--- config.mk ---
export PLATFORM = sky130hd
export DESIGN_NAME = ccff_div
export DESIGN_NICKNAME = d
export VERILOG_FILES = /design/src/rtl/core/ccff_pkg.sv /design/src/rtl/core/ccff_div.sv
export SDC_FILE = /design/constraint.sdc
export NUM_CORES = 1
export LEC_CHECK = 0
export ABC_AREA = 1
export BUFFER_PORTS_ARGS = -buffer_cell sky130_fd_sc_hd__buf_4
export CAP_MARGIN = 20
export CORE_ASPECT_RATIO = 1.4
export CORE_MARGIN = 3
export CORE_UTILIZATION = 50
export CTS_CLUSTER_DIAMETER = 120
export DETAILED_ROUTE_END_ITERATION = 10
export MAX_ROUTING_LAYER = met4
export PLACE_DENSITY = 0.74
export SLEW_MARGIN = 20
export SYNTH_ARGS = -nofsm -noshare
export SYNTH_HDL_FRONTEND = slang
export SYNTH_SLANG_ARGS = --single-unit
export TNS_END_PERCENT = 20
--- constraint.sdc ---
create_clock -name clk_i -period 6.86 [get_ports clk_i]
set_clock_uncertainty 0.2 [all_clocks]
set_input_delay 0.343 -clock clk_i [delete_from_list [all_inputs] [get_ports clk_i]]
set_output_delay 0.343 -clock clk_i [all_outputs]
set_load 0.02 [all_outputs]
--- src/rtl/core/ccff_pkg.sv ---
`default_nettype none

package ccff_pkg;

  // Configuration register indexes.
  localparam logic [2:0] CFG_NORMAL_STIFF = 3'd0;
  localparam logic [2:0] CFG_SHEAR_STIFF  = 3'd1;
  localparam logic [2:0] CFG_FRICTION     = 3'd2;
  localparam logic [2:0] CFG_TIME_STEP    = 3'd3;
  localparam logic [2:0] CFG_RADIUS_SCALE = 3'd4;
  localparam logic [2:0] CFG_PLANAR       = 3'd5;

  localparam int unsigned DIV_NUM_W = 64;
  localparam int unsigned DIV_DEN_W = 33;
  localparam int unsigned DIV_CNT_W = 6;

  typedef struct packed {
    logic                 start;
    logic [DIV_NUM_W-1:0] num;
    logic [DIV_DEN_W-1:0] den;
  } div_req_t;

  typedef struct packed {
    logic                 busy;
    logic                 done;
    logic [DIV_NUM_W-1:0] quot;
  } div_rsp_t;

  typedef enum logic [20:0] {
    ST_IDLE = 21'h000001,
    ST_D2   = 21'h000002,
    ST_RR   = 21'h000004,
    ST_SQD  = 21'h000008,
    ST_SCL  = 21'h000010,
    ST_FN   = 21'h000020,
    ST_NDIV = 21'h000040,
    ST_NF   = 21'h000080,
    ST_CDM  = 21'h000100,
    ST_CDD  = 21'h000200,
    ST_S    = 21'h000400,
    ST_DN   = 21'h000800,
    ST_T    = 21'h001000,
    ST_F    = 21'h002000,
    ST_FF   = 21'h004000,
    ST_SQF  = 21'h008000,
    ST_CAP  = 21'h010000,
    ST_QM   = 21'h020000,
    ST_QD   = 21'h040000,
    ST_E    = 21'h080000,
    ST_WB   = 21'h100000
  } ccff_state_e;

endpackage

`default_nettype wire

--- src/rtl/core/ccff_div.sv ---
`default_nettype none

module ccff_div (
  input  wire                     clk_i,
  input  wire                     rst_ni,
  input  wire ccff_pkg::div_req_t req_i,
  output ccff_pkg::div_rsp_t      rsp_o
);
  import ccff_pkg::*;

  logic                 busy_q;
  logic                 done_q;
  logic [DIV_CNT_W-1:0] cnt_q;
  logic [DIV_NUM_W-1:0] num_q;
  logic [DIV_DEN_W-1:0] den_q;
  logic [DIV_DEN_W:0]   rem_q;
  logic [DIV_DEN_W:0]   rem_sh;
  logic                 fits;

  // One quotient bit per cycle, restoring form.
  assign rem_sh = {rem_q[DIV_DEN_W-1:0], num_q[DIV_NUM_W-1]};
  assign fits   = rem_sh >= {1'b0, den_q};

  always_ff @(posedge clk_i or negedge rst_ni) begin
    if (!rst_ni) begin
      busy_q <= 1'b0;
      done_q <= 1'b0;
      cnt_q  <= '0;
    end else begin
      done_q <= 1'b0;
      if (req_i.start) begin
        busy_q <= 1'b1;
        cnt_q  <= '0;
      end else if (busy_q) begin
        cnt_q <= cnt_q + 1'b1;
        if (cnt_q == {DIV_CNT_W{1'b1}}) begin
          busy_q <= 1'b0;
          done_q <= 1'b1;
        end
      end
    end
  end

  always_ff @(posedge clk_i) begin
    if (req_i.start) begin
      num_q <= req_i.num;
      den_q <= req_i.den;
      rem_q <= '0;
    end else if (busy_q) begin
      rem_q <= fits ? (rem_sh - {1'b0, den_q}) : rem_sh;
      num_q <= {num_q[DIV_NUM_W-2:0], fits};
    end
  end

  assign rsp_o.busy = busy_q;
  assign rsp_o.done = done_q;
  assign rsp_o.quot = num_q;

  a_done_after_busy: assert property (@(posedge clk_i) disable iff (!rst_ni)
    done_q |-> $past(busy_q))
    else $error("divider finished without running");

  // A zero divisor gives a meaningless quotient that the caller discards.
  a_rem_below_den: assert property (@(posedge clk_i) disable iff (!rst_ni)
    (busy_q && !$past(req_i.start) && (den_q != '0)) |-> (rem_q < {1'b0, den_q}))
    else $error("partial remainder not reduced");

  a_count_idle_zero: assert property (@(posedge clk_i) disable iff (!rst_ni)
    !busy_q |-> (cnt_q == '0))
    else $error("step counter not at zero while idle");

endmodule

`default_nettype wire
==> results of run 1 <==
-- cells by family after synthesis --
group,after synthesis,synth area share (%)
simple gates,692,34.4
compound gates,45,2.90
fa+ha+maj,35,5.35
flops,138,45.3
xor+xnor,15,1.58
buf+inv,220,10.4
-- metal layers --
metal	vias up	track usage [%]
met5	-	-
met4	0	11.1
met3	50	6.62
met2	252	46.9
met1	3633	30.2
li1	4023	-
-- final cells by class --
cell class	count	area [sq um]	area share, %
clock buffer	19	433	3.90
sequential	138	3770	34.0
tap	199	249	2.24
multi-input combinational	787	3690	33.3
clock inverter	13	165	1.49
inverter	190	716	6.45
timing repair buffer	249	2070	18.7
-- state kept, by name, summed over array words and instances (netlist names) --
| name | flops |
|---|---|
| done_q | 1 |
| num_q | 64 |
| cnt_q | 6 |
| rem_q | 33 |
| busy_q | 1 |
| den_q | 33 |
-- worst paths after layout --
kind | cells after the start | from | endpoint
worst max-delay path | 12 | den_q[31]$_DFFE_PP_ | rem_q[6]$_SDFFE_PP0P_
worst min-delay path | 3 | req_i[40] | num_q[7]$_DFFE_PP_
worst max register to register | 12 | den_q[31]$_DFFE_PP_ | rem_q[6]$_SDFFE_PP0P_
worst min register to register | 2 | rem_q[32]$_SDFFE_PP0P_ | rem_q[32]$_SDFFE_PP0P_
max in group asynchronous | 2 | rst_ni | cnt_q[1]$_DFFE_PN0P_
min in group asynchronous | 2 | rst_ni | done_q$_DFF_PN0_
-- Yosys cell counts --
| library cell | number | area share, % |
|---|---|---|
| xor2_1 | 2 | 0.21 |
| dfxtp_1 | 33 | 7.9 |
| o21ai_1 | 14 | 0.84 |
| nor2_1 | 49 | 2.2 |
| o21ai_0 | 5 | 0.30 |
| nand3_1 | 76 | 4.6 |
| or2_2 | 1 | 0.075 |
| xnor2_1 | 13 | 1.4 |
| a21o_1 | 1 | 0.090 |
| nand3_2 | 2 | 0.24 |
| o221ai_1 | 1 | 0.11 |
| edfxtp_1 | 97 | 35 |
| a31oi_1 | 1 | 0.075 |
| inv_1 | 188 | 8.5 |
| nor3_1 | 6 | 0.36 |
| nor2_2 | 4 | 0.30 |
| inv_2 | 2 | 0.090 |
| ha_1 | 34 | 5.1 |
| nand2_1 | 516 | 23 |
| nand4_1 | 4 | 0.30 |
| a22o_1 | 1 | 0.11 |
| fa_1 | 1 | 0.24 |
| buf_2 | 9 | 0.54 |
| o21bai_1 | 2 | 0.18 |
| buf_6 | 3 | 0.41 |
| nand2_4 | 2 | 0.27 |
| and2_1 | 6 | 0.45 |
| a21oi_1 | 20 | 1.2 |
| nor2_4 | 1 | 0.14 |
| nand3b_1 | 21 | 1.9 |
| buf_4 | 2 | 0.18 |
| clkbuf_1 | 16 | 0.72 |
| dfrtp_1 | 8 | 2.4 |
| nand2_2 | 3 | 0.23 |
| nor3_2 | 1 | 0.12 |
-- power by group through the flow --
stage	sequential (uW)	clock, uW	combinational [uW]
after detailed placement	1150	0	1670
after CTS	1140	956	1720
after floorplan	1180	0	1230
after global placement	1150	0	1640
final	1140	948	1720
after global routing	1160	1000	1960
-- metrics by stage --
step / power, uW / util, % / instance area (sq um) / hold slack (ps) / setup slack (ps)
floorplan: 2400 / - / 8320 / -153 / 3490
global placement: 2790 / 59.7 / 9690 / -31.2 / 3710
detailed placement: 2820 / 59.7 / 9690 / -35.5 / 3650
CTS: 3810 / 68.3 / 11100 / 1.27 / 3630
global route: 4120 / 68.3 / 11100 / 12.3 / 3370
finish: 3810 / 68.3 / 11100 / 9.43 / 3640
-- critical path, cell delays in order (launching register included) --
cell	delay, ps
edfxtp_1	320
inv_1	40
ha_1	360
a21o_1	220
nand2_1	60
nand2_1	50
nor2_1	180
nand3_2	120
nor2_4	750
nand2_4	460
nand2_1	190
nand3_1	80
o21ai_1	120
-- timing repair --
item	CTS	global route
hold buffers	81	0
hold endpoints to repair	88	0
buffers inserted	0	0
==> results.md, run 1 <==
* Placer Congestion at 1.01
* Post-Syn Instances at ~1100
* Die area at 18300 sq um
* ANT nets after route at 0
* FMAX at 311 MHz
* Worst-Margin Slew at 973 ps
* Status: completed
* Routed length on met3 at approximately 1500 microns
* Port bufs at approximately 170
* Routed WL at about 24000 microns
* RSZ-0062 raised after global routing: no
* Slew Viols, Final at 0
* Via count at about 8000
* Switching pwr at between 1500 and 2000 uW
* H-tree depth at 4
* Cell variety after synth at 35
* Worst Setup Path Type: reg -> reg
* WL/cell at 14.9 microns
* Core Area at 16200 sq um
* Post-cts resize count at 0
* Post-Syn Nets at approximately 1300
* Number of global-route vias before repair at just under 8000
* Initial antenna violation count at 0
* Sequential fraction of design power at 29.9%
* Die height at ~160 microns
* Maximum number of pins on one net before global-route repair at 74
* Worst setup EP type: flip-flop
* Grt ovf at 0
* Met1 wire length at 9250 microns
* Commonest non-fill, non-tap cell in the layout: nand2_1
* Hold Path Class: in -> reg
* Count of final setup violators at 0
* DP HPWL at 16400 microns
* Fillers at 1317
* Die Width at 115 microns
* Yosys warns at 0
* Max_cap viols at 0
* Number of synthesized register bits at about 140
* Routed length on met2 at between 10000 and 15000 microns
* Leading cell types in the layout, fill and taps excluded: nand2_1 (516), inv_1 (187), buf_4 (168), edfxtp_1 (97), dlygate4sd3_1 (81)
* Slew headroom at between 30% and 40%
* Minimum clock period at 3220 ps
* Fin. Hold Viols at 0
* CP Launch Type: flip-flop
* First-pass GRT wire length at ~38000 microns
* Ant diodes at 0
* Initial drt markers at between 400 and 500
* Inserted Clock Buffers at 17
* Root buf cell: clkbuf_16
* Clock Tree Buf Depth at 2
* Internal power at around 2300 uW
* Share of cells above drive strength 1 at 15.4%
* Synthesis-to-layout area growth at 33.3%
* Worst Path Required at about 7000 ps
* Clock power frac at about a quarter
* Sw Share at 40.5%
* Mean Syn Cell Area at slightly above 7 sq um
* Worst EP arrival at 3370 ps
* DR top layer: met4
* Period utilization at roughly 47%
* Ports at between 150 and 200
* Nets@finish at ~1500
* TritonCTS clock tree: built
* Total GRT Usage at between 20% and 30%
* Finished Layout Cells at about 1600
* Setup TNS at 0 ps
* Combinational power share at a little under half
* Post-synthesis sequential area ratio at a little under half
* DRT Pass-1 Iters at 5
* Inst Count DP at about 1500
* P per Cell Area at between 300 and 400 nW/um^2
* Critical Path Fanout Max at 36
* Via-per-instance ratio at approximately 5
* Leak pwr at around 0.0059 uW
* DR DRC count at 0
* VDD IR-drop max at between 0.0002 and 0.00025 V
* # rows at 55
* Worst-skew pair later-pin latency at 420 ps
* Clk pin slew, worst setup/hold paths at 70 ps
* # clock sinks at 138
* Reg2Reg Setup Slack at 3640 ps
* Post-Syn Area at between 8000 and 9000 sq um
* Effective utilization at floorplan at 51.3%
No activity file was read; power rests on OpenSTA's default activity.
==> run 2, diff against run 1 <==
Settings changed: ABC_AREA 1 to 0.
Clock period 6.86 ns to 3.4 ns, I/O delays scaled along.
==> results.md, run 2 <==
* Status: completed (unchanged)
* Share of cells above drive strength 1 at 29.6% (was 15.4%)
* Critical R2R Capture: rem_q[21]$_SDFFE_PP0P_ (was rem_q[6]$_SDFFE_PP0P_)
* Port bufs at 165 (unchanged)
* Synthesis-to-layout area growth at 39.7% (was 33.3%)
* Nets@finish at 1103 (was 1518)
* VDD IR-drop max at 0.000304 V (was 0.000206 V)
* Design area at 10600 sq um (was 11100 sq um)
* Crit-path cells: inv_1 > ha_1 > inv_1 > fa_2 > a211oi_2 > nor2_1 > o31a_1 > or2_4 > o2111ai_4 > a21o_4 > nand2_1 > a311oi_1 (was inv_1 > ha_1 > a21o_1 > nand2_1 > nand2_1 > nor2_1 > nand3_2 > nor2_4 > nand2_4 > nand2_1 > nand3_1 > o21ai_1)
* FMAX at 312 MHz (was 311 MHz)
* Worst-skew pair later-pin latency at 420 ps (about the same)
* Top Registers: num_q x64, den_q x33, rem_q x33 (unchanged)
* Clk pin slew, worst setup/hold paths at 60 ps (was 70 ps)
* Worst Path Required at 3530 ps (was 7010 ps)
* Initial drt markers at 372 (was 431)
* Hold Path Class: in -> reg (unchanged)
* Root buf cell: clkbuf_16 (unchanged)
* Mean Syn Cell Area at 10.8 sq um (was 7.27 sq um)
* Min-Delay Endpoint: cnt_q[4]$_DFFE_PN0P_ (was num_q[7]$_DFFE_PP_)
* Effective utilization at floorplan at 51.7% (was 51.3%)
* Worst-Margin Slew at 890 ps (was 973 ps)
* Ys flop type: edfxtp_1 (unchanged)
* # rows at 52 (was 55)
* H-tree depth at 4 (unchanged)
* Ports at 166 (unchanged)
* Worst Setup Path Type: reg -> reg (unchanged)
* Die Width at 110 microns (was 115 microns)
* Slew headroom at 40.2% (was 35.0%)
* Setup TNS at 0 ps (unchanged)
* Number of global-route vias before repair at 6897 (was 7775)
* Max stage delay on crit path at 380 ps (was 750 ps)
* Maximum number of pins on one net before global-route repair at 73 (was 74)
* Initial antenna violation count at 0 (unchanged)
* Fillers at 1049 (was 1317)
* DR DRC count at 0 (unchanged)
* Tot Pwr at 4570 uW (was 3810 uW)
* Largest cells by area after synthesis: edfxtp_1 (38%), mux2_2 (9.3%), dfxtp_1 (8.7%), ha_1 (5.6%), nand2_1 (3.5%) (was edfxtp_1 (35%), nand2_1 (23%), inv_1 (8.5%), dfxtp_1 (7.9%), ha_1 (5.1%))
* # clock sinks at 138 (unchanged)
* Worst EP arrival at 3340 ps (was 3370 ps)
* Post-synth EDFFs at 97 (unchanged)
* Post-synth top area cell: edfxtp_1 (unchanged)
* Ant diodes at 0 (unchanged)
* Cell variety after synth at 70 (was 35)
* Top-area cell type share of the netlist area at 38.3% (was 35.0%)
* Count of final setup violators at 0 (unchanged)
* Bufs and invs on worst path at 2 (was 1)
* Via-per-instance ratio at 5.73 (was 4.99)
* Core Area at 14700 sq um (was 16200 sq um)
* WL/cell at 19.1 microns (was 14.9 microns)
* DP HPWL at 13900 microns (was 16400 microns)
* Post-Syn Nets at 841 (was 1280)
* CP dominant cell by count: inv_1 (was nand2_1)
* Crit path max-delay cell type: edfxtp_1 (was nor2_4)
* FF-to-FF path depth at 12 (unchanged)
* Leak pwr at 0.00455 uW (was 0.00587 uW)
* Final worst-path setup slack at 195 ps (was 3640 ps)
* Reg2Reg Setup Slack at 190 ps (was 3640 ps)
* Cell Area, Placed at 9030 sq um (was 9690 sq um)
* P per Cell Area at 430 nW/um^2 (was 344 nW/um^2)
* Routed WL at 22300 microns (was 23700 microns)
* Hold path start: req_i[97] (was req_i[40])
* Placer Congestion at 0.941 (was 1.01)
* Hold path depth at 2 (was 3)
* Cell family with most CP delay: compound AO/OA/AOI/OAI gates (was simple AND/OR/NAND/NOR gates)
* Inserted Clock Buffers at 17 (unchanged)
* Period utilization at 94.3% (was 46.9%)
* Yosys warns at 0 (unchanged)
* Post-Syn Area at 7610 sq um (was 8320 sq um)
* Max_cap viols at 0 (unchanged)
* Die area at 16800 sq um (was 18300 sq um)
* Minimum clock period at 3210 ps (was 3220 ps)
* Post-synthesis sequential area ratio at 49.6% (was 45.3%)
* Fin. Hold Viols at 0 (unchanged)
* CP Launch Type: flip-flop (unchanged)
* Grt ovf at 0 (unchanged)
* R2r startpoint: num_q[63]$_DFFE_PP_ (was den_q[31]$_DFFE_PP_)
* Commonest non-fill, non-tap cell in the layout: buf_4 (was nand2_1)
* Setup WS pre-CTS at 68.6 ps (was 3650 ps)
* Leading cell types in the layout, fill and taps excluded: buf_4 (174), dlygate4sd3_1 (99), edfxtp_1 (97), nand2_1 (70), mux2_2 (63) (was nand2_1 (516), inv_1 (187), buf_4 (168), edfxtp_1 (97), dlygate4sd3_1 (81))
* Via count at 6707 (was 7958)
* TritonCTS clock tree: built (unchanged)
* Reg with most FFs: num_q (unchanged)
* Top-count cell post-synth: edfxtp_1 (was nand2_1)
* Util after Layout at 72.3% (was 68.3%)
* Post-Syn Instances at 706 (was 1145)
* Critical Path Fanout Max at 16 (was 36)
* Die height at 152 microns (was 159 microns)
* Slew Viols, Final at 0 (unchanged)
* DRT Pass-1 Iters at 5 (unchanged)
* Max reg flops at 64 (unchanged)
* Asr flop ratio synth at 5.80% (unchanged)
* Total GRT Usage at 27.4% (was 27.3%)
* ANT nets after route at 0 (unchanged)
* First-pass GRT wire length at 34800 microns (was 37500 microns)
* Clock Tree Buf Depth at 2 (unchanged)
* Worst setup EP type: flip-flop (unchanged)
* Number of synthesized register bits at 138 (unchanged)
* Post-synth top cells: edfxtp_1 (97), nand2_1 (70), mux2_2 (63) (was nand2_1 (516), inv_1 (188), edfxtp_1 (97))
run 2: changes by cell type in the layout (fill, tap and decap cells not counted), sizes merged, moves of 19 or more:
cell    change
nand2     -451
nand3      -68
a21oi      +31
a21o       +21
inv       -146
a311oi     +19
mux2       +63
run 2: metrics by stage:
stage               hold slack [ps]  instances
floorplan                      -326        706
global placement               -210       1037
detailed placement             -204       1037
CTS                            8.51       1168
global route                   49.8       1170
finish                         33.5       1170
run 2: final cells by class:
class	count	area [sq um]	share of cell area, %
Clock buffer	20	447	4.20
Clock inverter	12	115	1.08
Inverter	44	165	1.55
Multi-Input combinational cell	491	3540	33.3
Sequential cell	138	3770	35.5
Tap cell	189	236	2.23
Timing Repair Buffer	276	2350	22.1
run 2: timing repair:
action / 4_1_cts / 5_1_grt
buffers inserted: 0 / 0
endpoints found under the setup margin: 0 / 29
hold buffers: 99 / 0
hold endpoints to repair: 105 / 0
gates resized for setup: 0 / 5
run 2: worst reg2reg max path, delay by kind of cell (launching register included):
kind	cells	cell delay, ps
AOI/OAI and AO/OA	5	1420
adders and majority gates	2	530
and+or+nand+nor	3	470
DFF	1	380
buffers and inverters	2	120
run 2: where the power goes:
group	switching [uW]	internal, uW
Clock	749	1030
Combinational	374	399
Sequential	76.5	1940
run 2: how the worst max path moves through the flow:
stage	from	end	cells after the start
after floorplan	num_q[63]$_DFFE_PP_	rem_q[26]$_SDFFE_PP0P_	14
after detailed placement	num_q[63]$_DFFE_PP_	rem_q[19]$_SDFFE_PP0P_	12
after global placement	num_q[63]$_DFFE_PP_	rem_q[28]$_SDFFE_PP0P_	12
after CTS	num_q[63]$_DFFE_PP_	rem_q[18]$_SDFFE_PP0P_	12
final	num_q[63]$_DFFE_PP_	rem_q[21]$_SDFFE_PP0P_	12
after global routing	num_q[63]$_DFFE_PP_	rem_q[25]$_SDFFE_PP0P_	13
run 2: metal layers:
layer	global-route usage [%]	up-vias	routed length (microns)
met2	45.2	281	11300
met1	31.7	3216	8590
met4	10.4	0	753
met5	-	-	0
li1	-	3155	-
met3	7.09	55	1610
run 2: cells by family after synthesis:
logic type	synth area share [%]
simple gates	12.7
compound gates	15.5
flops	49.6
buf+inv	4.34
mux	9.59
fa+ha+maj	5.85
xor+xnor	2.42
==> run 3, diff against run 2 <==
Clock period 3.4 ns to 3.2 ns, I/O delays scaled along.
==> results.md, run 3 (synthesized netlist as in run 2, its figures left out) <==
* Bufs and invs on worst path at 3 (was 2)
* Setup WS pre-CTS at -166 ps (was 68.6 ps)
* Maximum number of pins on one net before global-route repair at 106 (was 73)
* Leading cell types in the layout, fill and taps excluded: buf_4 (183), dlygate4sd3_1 (100), edfxtp_1 (97), nand2_1 (69), mux2_2 (63) (was buf_4 (174), dlygate4sd3_1 (99), edfxtp_1 (97), nand2_1 (70), mux2_2 (63))
* P per Cell Area at 459 nW/um^2 (was 430 nW/um^2)
* Core Area at 14700 sq um (unchanged)
* Finished Layout Cells at 1182 (was 1170)
* Via-per-instance ratio at 5.68 (was 5.73)
* Reg with most FFs: num_q (unchanged)
* Internal power at 3590 uW (was 3370 uW)
* Routing usage on met2 at 45.8% (was 45.2%)
* VDD IR-drop max at 0.000386 V (was 0.000304 V)
* Share of cells above drive strength 1 at 31.0% (was 29.6%)
* Total GRT Usage at 27.8% (was 27.4%)
* H-tree depth at 4 (unchanged)
* ANT nets after route at 0 (unchanged)
* Design area at 10800 sq um (was 10600 sq um)
* Period utilization at 99.4% (was 94.3%)
* Slew headroom at 53.9% (was 40.2%)
* Clock power frac at 39.9% (was 39.0%)
* # clock sinks at 138 (unchanged)
* Placer Congestion at 0.900 (was 0.941)
* Ant diodes at 0 (unchanged)
* Leak pwr at 0.00462 uW (was 0.00455 uW)
* Port bufs at 165 (unchanged)
* # rows at 52 (unchanged)
* Worst-Margin Slew at 686 ps (was 890 ps)
* DRT Pass-1 Iters at 5 (unchanged)
* Max_cap viols at 0 (unchanged)
* Status: completed (unchanged)
* R2r startpoint: num_q[63]$_DFFE_PP_ (unchanged)
* FMAX at 314 MHz (was 312 MHz)
* Clock Tree Buf Depth at 2 (unchanged)
* Worst-skew pair later-pin latency at 430 ps (was 420 ps)
* Root buf cell: clkbuf_16 (unchanged)
* Count of final setup violators at 0 (unchanged)
* RSZ-0062 raised after global routing: yes
* Cell Area, Placed at 9080 sq um (was 9030 sq um)
* Met3 Use GR at 6.45% (was 7.09%)
* Worst Setup Path Type: reg -> reg (unchanged)
* DP HPWL at 13800 microns (was 13900 microns)
* Hold path start: req_i[27] (was req_i[97])
* Critical Path Fanout Max at 6 (was 16)
* Critical R2R Capture: rem_q[28]$_SDFFE_PP0P_ (was rem_q[21]$_SDFFE_PP0P_)
* Minimum clock period at 3180 ps (was 3210 ps)
* Nets@finish at 1115 (was 1103)
* Clk pin slew, worst setup/hold paths at 60 ps (about the same)
* Grt ovf at 0 (unchanged)
* Synthesis-to-layout area growth at 41.6% (was 39.7%)
* TritonCTS clock tree: built (unchanged)
* DR DRC count at 0 (unchanged)
* Crit path max-delay cell type: edfxtp_1 (unchanged)
* Initial drt markers at 344 (was 372)
* Die Width at 110 microns (unchanged)
* Cell family with most CP delay: compound AO/OA/AOI/OAI gates (unchanged)
* Max stage delay on crit path at 390 ps (was 380 ps)
* Top Registers: num_q x64, den_q x33, rem_q x33 (unchanged)
* Global-route track usage on met1 at 32.2% (was 31.7%)
* FF-to-FF path depth at 13 (was 12)
* Die height at 152 microns (unchanged)
* Slew Viols, Final at 0 (unchanged)
* Crit-path cells: inv_1 > ha_2 > inv_2 > fa_2 > a211oi_2 > nor2_1 > o31a_1 > or2_4 > o2111ai_4 > a21o_4 > buf_4 > a21oi_1 > a211oi_1 (was inv_1 > ha_1 > inv_1 > fa_2 > a211oi_2 > nor2_1 > o31a_1 > or2_4 > o2111ai_4 > a21o_4 > nand2_1 > a311oi_1)
* Initial antenna violation count at 0 (unchanged)
* Hold path depth at 2 (unchanged)
* Sw Share at 27.4% (was 26.2%)
* Fin. Hold Viols at 0 (unchanged)
* Busiest metal layer after global routing: met2 (unchanged)
* Max reg flops at 64 (unchanged)
* Sequential fraction of design power at 43.2% (was 44.1%)
* Worst setup EP type: flip-flop (unchanged)
* Min-Delay Endpoint: den_q[27]$_DFFE_PP_ (was cnt_q[4]$_DFFE_PN0P_)
* WL/cell at 18.8 microns (was 19.1 microns)
* Commonest non-fill, non-tap cell in the layout: buf_4 (unchanged)
* Effective utilization at floorplan at 51.7% (unchanged)
* Ports at 166 (unchanged)
* Number of global-route vias before repair at 7019 (was 6897)
* Via count at 6712 (was 6707)
* Die area at 16800 sq um (unchanged)
* Inst Count DP at 1043 (was 1037)
* Routed WL at 22200 microns (was 22300 microns)
* Util after Layout at 73.3% (was 72.3%)
* Hold Path Class: in -> reg (unchanged)
* Switching pwr at 1350 uW (was 1200 uW)
* Inserted Clock Buffers at 17 (unchanged)
* Worst EP arrival at 3320 ps (was 3340 ps)
* First-pass GRT wire length at 35300 microns (was 34800 microns)
* Worst Path Required at 3330 ps (was 3530 ps)
* Reg2Reg Setup Slack at 20 ps (was 190 ps)
* Final worst-path setup slack at 17.8 ps (was 195 ps)
* Combinational power share at 16.9% (about the same)
* Setup TNS at 0 ps (unchanged)
* CP Launch Type: flip-flop (unchanged)
==> run 3: changes by cell type in the layout (fill, tap and decap cells not counted), moves of 2 or more <==
cell and delta:
buf_4 +9, clkinv_2 -3, inv_6 +3, inv_8 +3
a311oi_1 -2, a311oi_2 +2, buf_6 +2, clkbuf_1 -2
==> run 3: final cells by class <==
class	instances	area (sq um)
clock buffers	17	425
well taps	189	236
flip-flops and latches	138	3770
inverters	44	165
repair buffers	289	2470
multi-input cells	490	3550
clock inverters	15	155
fillers	999	3930
==> run 3: how the worst max path moves through the flow <==
stage	depth (start not counted)	to	from	slack [ps]
after floorplan	14	rem_q[26]$_SDFFE_PP0P_	num_q[63]$_DFFE_PP_	40
after global placement	12	rem_q[28]$_SDFFE_PP0P_	num_q[63]$_DFFE_PP_	30
after detailed placement	12	rem_q[18]$_SDFFE_PP0P_	num_q[63]$_DFFE_PP_	-170
after CTS	13	rem_q[4]$_SDFFE_PP0P_	num_q[63]$_DFFE_PP_	10
after global routing	13	rem_q[28]$_SDFFE_PP0P_	num_q[63]$_DFFE_PP_	-110
final	13	rem_q[28]$_SDFFE_PP0P_	num_q[63]$_DFFE_PP_	20
==> run 3: worst reg2reg max path: cells and delay by family, from the launching register on <==
kind,cells,cell delay [ps]
DFF,1,390
buffers and inverters,3,250
adders and majority gates,2,530
AOI/OAI and AO/OA,6,1350
and+or+nand+nor,2,390
==> run 3: layer usage <==
metal / vias to the layer above / wire length (microns)
li1: 3174 / -
met1: 3221 / 8760
met2: 262 / 11300
met3: 55 / 1380
met4: 0 / 797
met5: - / 0
==> run 3: metrics by stage <==
stage | hold WS (ps) | total power, uW
final | 252 | 4950
after global placement | -220 | 2860
after global routing | 245 | 5110
after CTS | 234 | 4930
after floorplan | -336 | 2540
after detailed placement | -217 | 2870
==> run 3: what timing repair did <==
| action | CTS | global route |
|---|---|---|
| cloned | 1 | 0 |
| hold buffers | 100 | 0 |
| resized for setup | 1 | 12 |
| pin swaps | 3 | 2 |
| buffers inserted | 4 | 2 |
| setup endpoints to repair | 26 | 33 |
| hold endpoints to repair | 107 | 0 |
==> run 3: power by group through the flow <==
stage                     clock network (uW)  registers (uW)  logic, uW
after floorplan                            0            2250        288
after global routing                    2070            2150        890
after detailed placement                   0            2160        708
after global placement                     0            2160        696
final                                   1970            2140        834
after CTS                               1990            2130        810
